--- config.mk ---
export PLATFORM = sky130hd
export DESIGN_NAME = ordered_list_append_delete_top
export DESIGN_NICKNAME = d
export VERILOG_FILES = /design/src/rtl/olad_pkg.sv /design/src/rtl/olad_ram.sv /design/src/rtl/olad_dp.sv /design/src/rtl/olad_ctrl.sv /design/src/rtl/ordered_list_append_delete_top.sv
export SDC_FILE = /design/constraint.sdc
export NUM_CORES = 1
export LEC_CHECK = 0
export BUFFER_PORTS_ARGS = -buffer_cell sky130_fd_sc_hd__clkbuf_2
export CAP_MARGIN = 15
export CORE_MARGIN = 3
export CORE_UTILIZATION = 35
export CTS_BUF_LIST = sky130_fd_sc_hd__clkbuf_8
export DETAILED_ROUTE_END_ITERATION = 8
export PLACE_DENSITY = 0.53
export SETUP_SLACK_MARGIN = 0.02
export SLEW_MARGIN = 20
export SYNTH_ARGS = -nofsm -noshare
export SYNTH_HDL_FRONTEND = slang
export SYNTH_SLANG_ARGS = --single-unit
export TNS_END_PERCENT = 100
--- constraint.sdc ---
create_clock -name clk_i -period 4.97 [get_ports clk_i]
set_input_delay 0.2485 -clock clk_i [delete_from_list [all_inputs] [get_ports clk_i]]
set_output_delay 0.2485 -clock clk_i [all_outputs]
set_load 0.02 [all_outputs]
--- src/rtl/olad_pkg.sv ---
// ----------------------------------------------------------------------------
// olad_pkg
// Shared types and constants for the ordered list append/delete block.
// ----------------------------------------------------------------------------
package olad_pkg;

  localparam int CAPACITY_DEF = 32;
  localparam int VALUE_W      = 32;
  localparam int CMD_W        = 2;
  localparam int STATUS_W     = 2;
  localparam int COUNT_OUT_W  = 6;
  // result tdata: entry_value, entry_count, zero pad to whole bytes
  localparam int OUT_DATA_W   = ((VALUE_W + COUNT_OUT_W + 7) / 8) * 8;
  localparam int OUT_PAD_W    = OUT_DATA_W - VALUE_W - COUNT_OUT_W;

  typedef enum logic [CMD_W-1:0] {
    CMD_APPEND = 2'd0,
    CMD_DELETE = 2'd1,
    CMD_READ   = 2'd2,
    CMD_NOP    = 2'd3
  } cmd_e;

  typedef enum logic [STATUS_W-1:0] {
    ST_OK       = 2'd0,
    ST_FULL     = 2'd1,
    ST_NOTFOUND = 2'd2,
    ST_EMPTY    = 2'd3
  } status_e;

  // controller -> datapath
  typedef struct packed {
    logic    take;       // latch the input word
    logic    idx_clr;
    logic    idx_inc;
    logic    rd_en;      // read store at idx (or idx+1 with rd_next)
    logic    rd_next;
    logic    wr_tail;    // write value at count
    logic    wr_shift;   // write read data back at idx
    logic    cnt_inc;
    logic    cnt_dec;
    logic    out_load;
    status_e out_status;
    logic    out_entry;  // result carries the read data
    logic    out_last;
  } dp_cmd_t;

  // datapath -> controller
  typedef struct packed {
    cmd_e cmd;
    logic full;
    logic empty;
    logic match;     // read data equals held value
    logic at_end;    // idx + 1 == count
    logic out_free;  // result register can take a word
  } dp_stat_t;

endpackage

--- src/rtl/olad_ram.sv ---
// ----------------------------------------------------------------------------
// olad_ram
// Generic single-write, single-read RAM with registered read data.
// ----------------------------------------------------------------------------
module olad_ram #(
  parameter int WIDTH = 32,
  parameter int DEPTH = 32
) (
  input  logic                     clk_i,
  input  logic                     we_i,
  input  logic [$clog2(DEPTH)-1:0] waddr_i,
  input  logic [WIDTH-1:0]         wdata_i,
  input  logic                     re_i,
  input  logic [$clog2(DEPTH)-1:0] raddr_i,
  output logic [WIDTH-1:0]         rdata_o
);

  logic [WIDTH-1:0] mem_q [DEPTH];
  logic [WIDTH-1:0] rdata_q;

  always_ff @(posedge clk_i) begin
    if (we_i) begin
      mem_q[waddr_i] <= wdata_i;
    end
    if (re_i) begin
      rdata_q <= mem_q[raddr_i];
    end
  end

  assign rdata_o = rdata_q;

endmodule

--- src/rtl/olad_dp.sv ---
// ----------------------------------------------------------------------------
// olad_dp
// Datapath: input word register, entry store, count, index and result register.
// ----------------------------------------------------------------------------
module olad_dp #(
  parameter int CAPACITY = olad_pkg::CAPACITY_DEF
) (
  input  logic                              clk_i,
  input  logic                              rst_ni,
  input  olad_pkg::dp_cmd_t                 cmd_i,
  output olad_pkg::dp_stat_t                stat_o,
  input  logic [olad_pkg::CMD_W-1:0]        in_cmd_i,
  input  logic [olad_pkg::VALUE_W-1:0]      in_value_i,
  input  logic                              out_ready_i,
  output logic                              out_valid_o,
  output logic [olad_pkg::STATUS_W-1:0]     out_status_o,
  output logic [olad_pkg::VALUE_W-1:0]      out_value_o,
  output logic [olad_pkg::COUNT_OUT_W-1:0]  out_count_o,
  output logic                              out_last_o
);

  localparam int IW = $clog2(CAPACITY);
  localparam int CW = $clog2(CAPACITY + 1);

  olad_pkg::cmd_e                  cmd_q;
  logic [olad_pkg::VALUE_W-1:0]    val_q;
  logic [CW-1:0]                   count_q, count_d;
  logic [CW-1:0]                   idx_q, idx_d;
  logic [CW-1:0]                   idx_plus1;
  logic [CW+olad_pkg::COUNT_OUT_W-1:0] count_wide;

  logic                            ram_we;
  logic [IW-1:0]                   ram_waddr, ram_raddr;
  logic [olad_pkg::VALUE_W-1:0]    ram_wdata, ram_rdata;

  logic                            ovalid_q;
  olad_pkg::status_e               ostatus_q;
  logic [olad_pkg::VALUE_W-1:0]    ovalue_q;
  logic [olad_pkg::COUNT_OUT_W-1:0] ocount_q;
  logic                            olast_q;
  logic                            out_free;

  assign idx_plus1 = idx_q + CW'(1);
  assign out_free  = !ovalid_q || out_ready_i;

  // input word
  always_ff @(posedge clk_i) begin
    if (cmd_i.take) begin
      cmd_q <= olad_pkg::cmd_e'(in_cmd_i);
      val_q <= in_value_i;
    end
  end

  // count and index
  always_comb begin
    count_d = count_q;
    if (cmd_i.cnt_inc) begin
      count_d = count_q + CW'(1);
    end else if (cmd_i.cnt_dec) begin
      count_d = count_q - CW'(1);
    end
    idx_d = idx_q;
    if (cmd_i.idx_clr) begin
      idx_d = '0;
    end else if (cmd_i.idx_inc) begin
      idx_d = idx_plus1;
    end
  end

  always_ff @(posedge clk_i or negedge rst_ni) begin
    if (!rst_ni) begin
      count_q <= '0;
      idx_q   <= '0;
    end else begin
      count_q <= count_d;
      idx_q   <= idx_d;
    end
  end

  // entry store
  assign ram_we    = cmd_i.wr_tail || cmd_i.wr_shift;
  assign ram_waddr = cmd_i.wr_tail ? count_q[IW-1:0] : idx_q[IW-1:0];
  assign ram_wdata = cmd_i.wr_tail ? val_q : ram_rdata;
  assign ram_raddr = cmd_i.rd_next ? idx_plus1[IW-1:0] : idx_q[IW-1:0];

  olad_ram #(
    .WIDTH (olad_pkg::VALUE_W),
    .DEPTH (CAPACITY)
  ) u_ram (
    .clk_i   (clk_i),
    .we_i    (ram_we),
    .waddr_i (ram_waddr),
    .wdata_i (ram_wdata),
    .re_i    (cmd_i.rd_en),
    .raddr_i (ram_raddr),
    .rdata_o (ram_rdata)
  );

  // result register; count is reported mod 64
  assign count_wide = (CW + olad_pkg::COUNT_OUT_W)'(count_d);

  always_ff @(posedge clk_i or negedge rst_ni) begin
    if (!rst_ni) begin
      ovalid_q <= 1'b0;
    end else if (cmd_i.out_load) begin
      ovalid_q <= 1'b1;
    end else if (out_ready_i) begin
      ovalid_q <= 1'b0;
    end
  end

  always_ff @(posedge clk_i) begin
    if (cmd_i.out_load) begin
      ostatus_q <= cmd_i.out_status;
      ovalue_q  <= cmd_i.out_entry ? ram_rdata : '0;
      ocount_q  <= count_wide[olad_pkg::COUNT_OUT_W-1:0];
      olast_q   <= cmd_i.out_last;
    end
  end

  assign out_valid_o  = ovalid_q;
  assign out_status_o = ostatus_q;
  assign out_value_o  = ovalue_q;
  assign out_count_o  = ocount_q;
  assign out_last_o   = olast_q;

  assign stat_o.cmd      = cmd_q;
  assign stat_o.full     = (count_q == CW'(CAPACITY));
  assign stat_o.empty    = (count_q == '0);
  assign stat_o.match    = (ram_rdata == val_q);
  assign stat_o.at_end   = (idx_plus1 == count_q);
  assign stat_o.out_free = out_free;

  a_count_bound: assert property (@(posedge clk_i) disable iff (!rst_ni)
    count_q <= CW'(CAPACITY))
    else $error("entry count above capacity");

  a_no_overwrite: assert property (@(posedge clk_i) disable iff (!rst_ni)
    cmd_i.out_load |-> out_free)
    else $error("result word overwritten before taken");

  a_inc_not_full: assert property (@(posedge clk_i) disable iff (!rst_ni)
    cmd_i.cnt_inc |-> (count_q != CW'(CAPACITY)))
    else $error("append into full list");

  a_dec_not_empty: assert property (@(posedge clk_i) disable iff (!rst_ni)
    cmd_i.cnt_dec |-> (count_q != '0))
    else $error("delete from empty list");

endmodule

--- src/rtl/olad_ctrl.sv ---
// ----------------------------------------------------------------------------
// olad_ctrl
// Controller: sequences append, delete scan/shift and read out.
// ----------------------------------------------------------------------------
module olad_ctrl (
  input  logic               clk_i,
  input  logic               rst_ni,
  input  logic               in_valid_i,
  output logic               in_ready_o,
  input  olad_pkg::dp_stat_t stat_i,
  output olad_pkg::dp_cmd_t  cmd_o
);

  typedef enum logic [9:0] {
    S_IDLE     = 10'b00_0000_0001,
    S_DECODE   = 10'b00_0000_0010,
    S_DEL_RD   = 10'b00_0000_0100,
    S_DEL_CMP  = 10'b00_0000_1000,
    S_SH_RD    = 10'b00_0001_0000,
    S_SH_WR    = 10'b00_0010_0000,
    S_DEL_DONE = 10'b00_0100_0000,
    S_NOTFOUND = 10'b00_1000_0000,
    S_RO_RD    = 10'b01_0000_0000,
    S_RO_OUT   = 10'b10_0000_0000
  } state_e;

  state_e state_q, state_d;

  always_ff @(posedge clk_i or negedge rst_ni) begin
    if (!rst_ni) begin
      state_q <= S_IDLE;
    end else begin
      state_q <= state_d;
    end
  end

  assign in_ready_o = (state_q == S_IDLE);

  always_comb begin
    state_d          = state_q;
    cmd_o            = '0;
    cmd_o.out_status = olad_pkg::ST_OK;
    case (state_q)
      S_IDLE: begin
        if (in_valid_i) begin
          cmd_o.take    = 1'b1;
          cmd_o.idx_clr = 1'b1;
          state_d       = S_DECODE;
        end
      end
      S_DECODE: begin
        case (stat_i.cmd)
          olad_pkg::CMD_APPEND: begin
            if (stat_i.out_free) begin
              cmd_o.out_load = 1'b1;
              cmd_o.out_last = 1'b1;
              if (stat_i.full) begin
                cmd_o.out_status = olad_pkg::ST_FULL;
              end else begin
                cmd_o.wr_tail = 1'b1;
                cmd_o.cnt_inc = 1'b1;
              end
              state_d = S_IDLE;
            end
          end
          olad_pkg::CMD_DELETE: begin
            state_d = stat_i.empty ? S_NOTFOUND : S_DEL_RD;
          end
          olad_pkg::CMD_READ: begin
            if (!stat_i.empty) begin
              state_d = S_RO_RD;
            end else if (stat_i.out_free) begin
              cmd_o.out_load   = 1'b1;
              cmd_o.out_last   = 1'b1;
              cmd_o.out_status = olad_pkg::ST_EMPTY;
              state_d          = S_IDLE;
            end
          end
          default: begin
            if (stat_i.out_free) begin
              cmd_o.out_load = 1'b1;
              cmd_o.out_last = 1'b1;
              state_d        = S_IDLE;
            end
          end
        endcase
      end
      S_DEL_RD: begin
        cmd_o.rd_en = 1'b1;
        state_d     = S_DEL_CMP;
      end
      S_DEL_CMP: begin
        if (stat_i.match) begin
          state_d = stat_i.at_end ? S_DEL_DONE : S_SH_RD;
        end else begin
          cmd_o.idx_inc = 1'b1;
          state_d       = stat_i.at_end ? S_NOTFOUND : S_DEL_RD;
        end
      end
      S_SH_RD: begin
        // pull entry idx+1 down into idx
        if (stat_i.at_end) begin
          state_d = S_DEL_DONE;
        end else begin
          cmd_o.rd_en   = 1'b1;
          cmd_o.rd_next = 1'b1;
          state_d       = S_SH_WR;
        end
      end
      S_SH_WR: begin
        cmd_o.wr_shift = 1'b1;
        cmd_o.idx_inc  = 1'b1;
        state_d        = S_SH_RD;
      end
      S_DEL_DONE: begin
        if (stat_i.out_free) begin
          cmd_o.cnt_dec  = 1'b1;
          cmd_o.out_load = 1'b1;
          cmd_o.out_last = 1'b1;
          state_d        = S_IDLE;
        end
      end
      S_NOTFOUND: begin
        if (stat_i.out_free) begin
          cmd_o.out_load   = 1'b1;
          cmd_o.out_last   = 1'b1;
          cmd_o.out_status = olad_pkg::ST_NOTFOUND;
          state_d          = S_IDLE;
        end
      end
      S_RO_RD: begin
        cmd_o.rd_en = 1'b1;
        state_d     = S_RO_OUT;
      end
      S_RO_OUT: begin
        // read data holds until the next read, so waiting here is safe
        if (stat_i.out_free) begin
          cmd_o.out_load  = 1'b1;
          cmd_o.out_entry = 1'b1;
          cmd_o.out_last  = stat_i.at_end;
          cmd_o.idx_inc   = 1'b1;
          state_d         = stat_i.at_end ? S_IDLE : S_RO_RD;
        end
      end
      default: begin
        state_d = S_IDLE;
      end
    endcase
  end

  a_take_only_idle: assert property (@(posedge clk_i) disable iff (!rst_ni)
    cmd_o.take |-> (state_q == S_IDLE))
    else $error("input word taken while busy");

  a_single_write: assert property (@(posedge clk_i) disable iff (!rst_ni)
    !(cmd_o.wr_tail && cmd_o.wr_shift))
    else $error("two store writes in one cycle");

  a_shift_after_read: assert property (@(posedge clk_i) disable iff (!rst_ni)
    cmd_o.wr_shift |-> $past(cmd_o.rd_en && cmd_o.rd_next))
    else $error("shift write without a preceding read");

endmodule

--- src/rtl/ordered_list_append_delete_top.sv ---
// ----------------------------------------------------------------------------
// ordered_list_append_delete_top
// Bounded ordered list of signed 32-bit values with append, delete, read out.
// ----------------------------------------------------------------------------
// The block takes one command word at a time and holds s_axis_tready_o low
// until its last result word is loaded. Append and the unused code accept the
// word, then decode it and load the result. Delete scans the entry RAM, one
// read and one compare per entry, up to the first match (or the end), then
// shifts the tail down, one read and one write per moved entry. Read out emits
// one word per held entry (RAM read, then load), after the accept and decode
// steps, or a single empty-status word when the list is empty. These steps
// follow from the single read port with registered data of the entry RAM; a
// stalled master side adds its wait to them. The RAM needs no clearing after
// reset: only entries below the held count are ever read.
module ordered_list_append_delete_top #(
  parameter int CAPACITY = olad_pkg::CAPACITY_DEF
) (
  input  logic                             clk_i,
  input  logic                             rst_ni,
  input  logic                             s_axis_tvalid_i,
  output logic                             s_axis_tready_o,
  input  logic [olad_pkg::VALUE_W-1:0]     s_axis_tdata_i,  // [31:0] value
  input  logic [olad_pkg::CMD_W-1:0]       s_axis_tuser_i,  // [1:0] command
  output logic                             m_axis_tvalid_o,
  input  logic                             m_axis_tready_i,
  // [31:0] entry_value, [37:32] entry_count, [39:38] zero
  output logic [olad_pkg::OUT_DATA_W-1:0]  m_axis_tdata_o,
  output logic [olad_pkg::STATUS_W-1:0]    m_axis_tuser_o,  // [1:0] status
  output logic                             m_axis_tlast_o
);

  olad_pkg::dp_cmd_t                dp_cmd;
  olad_pkg::dp_stat_t               dp_stat;
  logic [olad_pkg::VALUE_W-1:0]     out_value;
  logic [olad_pkg::COUNT_OUT_W-1:0] out_count;

  olad_ctrl u_ctrl (
    .clk_i      (clk_i),
    .rst_ni     (rst_ni),
    .in_valid_i (s_axis_tvalid_i),
    .in_ready_o (s_axis_tready_o),
    .stat_i     (dp_stat),
    .cmd_o      (dp_cmd)
  );

  olad_dp #(
    .CAPACITY (CAPACITY)
  ) u_dp (
    .clk_i        (clk_i),
    .rst_ni       (rst_ni),
    .cmd_i        (dp_cmd),
    .stat_o       (dp_stat),
    .in_cmd_i     (s_axis_tuser_i),
    .in_value_i   (s_axis_tdata_i),
    .out_ready_i  (m_axis_tready_i),
    .out_valid_o  (m_axis_tvalid_o),
    .out_status_o (m_axis_tuser_o),
    .out_value_o  (out_value),
    .out_count_o  (out_count),
    .out_last_o   (m_axis_tlast_o)
  );

  assign m_axis_tdata_o = {{olad_pkg::OUT_PAD_W{1'b0}}, out_count, out_value};

endmodule
==> metrics.md <==
| Metric | Value |
|---|---|
| PD cells | `359 mW/mm^2` |
| Clock transition at the registers of the reported paths | `roughly 0.060 ns` |
| Largest net degree at the start of global routing | `between 90 and 100` |
| Clock power share | `0.387` |
| Pre-antenna DRT Iters | `5` |
| Placed Cells incl. Taps | `about 5000` |
| Post-synth cell types | `a little over 100` |
| Max transition margin | `0.270` |
| Main synth FF type | `edfxtp_1` |
| GRT Util Overall | `0.215` |
| Share of layout cells above drive strength 1 | `0.179` |
| Final Max Tran Viols | `0` |
| Layout Nets | `approximately 3600` |
| Num CTS Buffers | `between 150 and 200` |
| CTS tree | `done` |
| CTS sink cnt | `1154` |
| Post-CTS Setup Bufs | `0` |
| Final Cell Area | `~0.056 sq mm` |
| Leakage | `18.6 nW` |
| Max IR drop VDD | `around 0.00024 V` |
| Area leader, netlist | `edfxtp_1` |
| Register area | `0.0345 sq mm` |
| Buffers on Ports | `80` |
| Synth area leaders | `edfxtp_1, nand2_1, a211oi_1` |
| Warnings from Yosys | `0` |
| Setup CP Type | `flop to flop` |
| Peak Freq | `0.211 GHz` |
| GP Congestion | `about 0.81` |
| Cell depth of the worst flop-to-flop path | `13` |
| Placement Cell Area | `between 0.05 and 0.06 sq mm` |
| Top-area cell type share of the netlist area | `0.704` |
| # rows | `135` |
| Setup Viol. Count Final | `0` |
| DRC | `0` |
| Max-cap violations | `0` |
| Flop2flop setup slack | `around 0.23 ns` |
| H-Tree Level Count | `4` |
| Mapped Area | `0.0483 sq mm` |
| Sequential Power Share | `0.554` |
| Nature of the critical path endpoint | `flop` |
| Final worst setup slack | `approximately 0.23 ns` |
| WP data required | `5.57 ns` |
| Hold depth | `2` |
| CTS Buffer Depth | `3` |
| Mean Syn Cell Area | `14.4 sq um` |
| Initial antenna violation count | `4` |
| EDFF count, synth | `about 1100` |
| Outcome | `complete, no violations` |
| Final ANT Viol Nets | `0` |
| Io pins | `83` |
| RSZ-0062 raised after global routing | `no` |
| Root buf cell | `clkbuf_8` |
| Finished Layout Cells | `between 5000 and 6000` |
| Switching Power | `~4.8 mW` |
| DPL Wire Length | `90300 um` |
| Area Growth Syn to Fin | `15.4%` |
| Syn Inst Count | `approximately 3400` |
| Period utilization | `0.953` |
| Post-synthesis register bit count | `~1200` |
| Die width | `~380 um` |
| Setup crit start kind | `flop` |
| First DRT Iteration DRCs | `~3800` |
| Min Tclk post-route | `roughly 4.7 ns` |
| Max FO, Critical Path | `27` |
| Initial Util | `0.354` |
| Number of global-route vias before repair | `between 30000 and 40000` |
| Place WS | `-0.00313 ns` |
| Wire per inst | `roughly 28 um` |
| Commonest cells in the netlist | `edfxtp_1, nand2_1, nand3_1, clkbuf_1, o21ai_0` |
| Switching Share | `0.242` |
| Total Die Area | `0.142 sq mm` |
| FILL cells | `12500` |
| Clock Latency Late Sink | `0.87 ns` |
| Clock Skews | `0.0320 ns` |
| Total wire length | `approximately 160000 um` |
| Die span in y | `377 um` |
| Comb power frac | `0.059` |
| Min-Delay Path Class | `primary input to flop` |
| Multi-input logic area | `approximately 0.013 sq mm` |
| CP Data Arrival Time | `about 5.3 ns` |
| GRT overflow | `0` |
| Internal | `15.1 mW` |
| Sequential share of the synthesized area | `0.716` |
| Ys async rst share | `0.0199` |
| Core Box Area | `about 0.14 sq mm` |
| Vias per cell | `5.81` |
| First-pass GRT wire length | `roughly 220000 um` |
| Final Hold Viols | `0` |
| Most common cell in the netlist | `edfxtp_1` |
| Via Count | `32100` |
| Worst Max-Slew Pin Slew | `1.10 ns` |
==> flip-flops by register name, summed over array words and instances (netlist names) <==
register / cells
u_dp.val_q: 32
u_dp.out_value_o: 32
u_dp.count_q: 6
u_dp.out_last_o: 1
u_dp.cmd_q: 2
u_dp.u_ram.rdata_o: 32
u_dp.out_status_o: 2
u_dp.out_count_o: 6
u_dp.idx_q: 6
u_dp.out_valid_o: 1
u_ctrl.state_q: 10
u_dp.u_ram.mem_q: 1024
==> area by class of cell <==
| cell class | instances | share of cell area |
|---|---|---|
| Sequential cell | 1154 | 0.620 |
| Inverter | 17 | 0.00115 |
| Antenna cell | 2 | 0.0000899 |
| Clock buffer | 200 | 0.0494 |
| Tap cell | 1781 | 0.0400 |
| Timing Repair Buffer | 305 | 0.0457 |
| Clock inverter | 137 | 0.0127 |
| Multi-Input combinational cell | 1928 | 0.231 |
==> power groups by stage <==
stage	registers [mW]	logic, mW	clock network (mW)
finish	11.1	1.17	7.74
CTS	11.1	1.18	7.91
floorplan	11.2	0.656	0
detailed placement	11.3	1.15	0
global placement	11.3	1.14	0
global route	11.1	1.26	8.37
==> timing repair <==
item	in CTS	in global routing
pin swaps	0	1
resized for setup	1	3
setup endpoints to repair	1	5
hold endpoints to repair	73	0
hold buffers	42	0
gates cloned	0	1
==> final timing paths <==
| path | startpoint | endpoint |
|---|---|---|
| min reg2reg | u_ctrl.state_q[1] | u_ctrl.state_q[1] |
| max | u_dp.idx_q[0] | u_dp.u_ram.rdata_o[4] |
| min in group asynchronous | rst_ni | u_dp.count_q[5] |
| max reg2reg | u_dp.idx_q[0] | u_dp.u_ram.rdata_o[4] |
| min | s_axis_tuser_i[1] | u_dp.cmd_q[1] |
| max in group asynchronous | rst_ni | u_dp.idx_q[0] |
==> critical path, cell delays in order (launching register included) <==
cell and delay (ns):
dfrtp_4 0.51, ha_1 0.30, buf_4 0.20, xnor2_1 0.12, a22oi_1 0.34, o211a_2 0.45, mux2_4 0.47, nor2_8 0.17
buf_4 0.44, mux2i_1 0.28, a221oi_1 0.12, nor4_1 0.75, buf_4 0.25, nor4_1 0.05
==> layout by cell type, fill, tap and decap left out, drive strengths merged, types with 35 or more instances in the layout <==
master | netlist | final
a31oi | 64 | 64
xor2 | 43 | 43
o221ai | 59 | 59
a211oi | 106 | 106
nand3 | 135 | 135
buf | 135 | 184
a21oi | 49 | 49
a311oi | 35 | 35
edfxtp | 1131 | 1131
a221oi | 96 | 96
and3 | 97 | 97
mux2i | 68 | 68
dlygate4sd3 | 0 | 41
nor3 | 79 | 79
clkbuf | 123 | 280
nand2 | 442 | 442
nor4 | 73 | 73
inv | 16 | 90
nor2 | 67 | 67
o21ai | 123 | 123
and2 | 43 | 44
clkinv | 1 | 60
==> routing by layer <==
metal / track usage / vias to the layer above / wire [um]
met1: 0.298 / 16500 / 66000
met3: 0.0323 / 246 / 11500
met4: 0.0740 / 0 / 4740
met5: 0 / - / 0
li1: - / 13900 / -
met2: 0.345 / 1478 / 73600
==> per-stage QoR <==
stage / utilization / total power, mW / hold slack (ns) / TNS, ns
CTS: 0.409 / 20.1 / 0.00347 / 0
global route: 0.409 / 20.7 / 0.0589 / 0
finish: 0.409 / 20.0 / 0.106 / 0
detailed placement: 0.380 / 12.4 / 0.297 / -0.00313
global placement: 0.380 / 12.4 / 0.303 / -0.297
floorplan: - / 11.9 / -0.0471 / 0
==> cells by family (layout without fill, tap and decap cells) <==
family / count (synthesis) / in the layout / share of synthesized area
compound gates: 774 / 774 / 0.122
fa+ha+maj: 7 / 7 / 0.00181
simple gates: 985 / 986 / 0.0991
xor+xnor: 57 / 57 / 0.0112
other cells: 1 / 4 / 0.0000777
buf+inv: 275 / 659 / 0.0274
flops: 1154 / 1154 / 0.716
mux: 102 / 102 / 0.0224
Power figures use the tool's default switching activity.
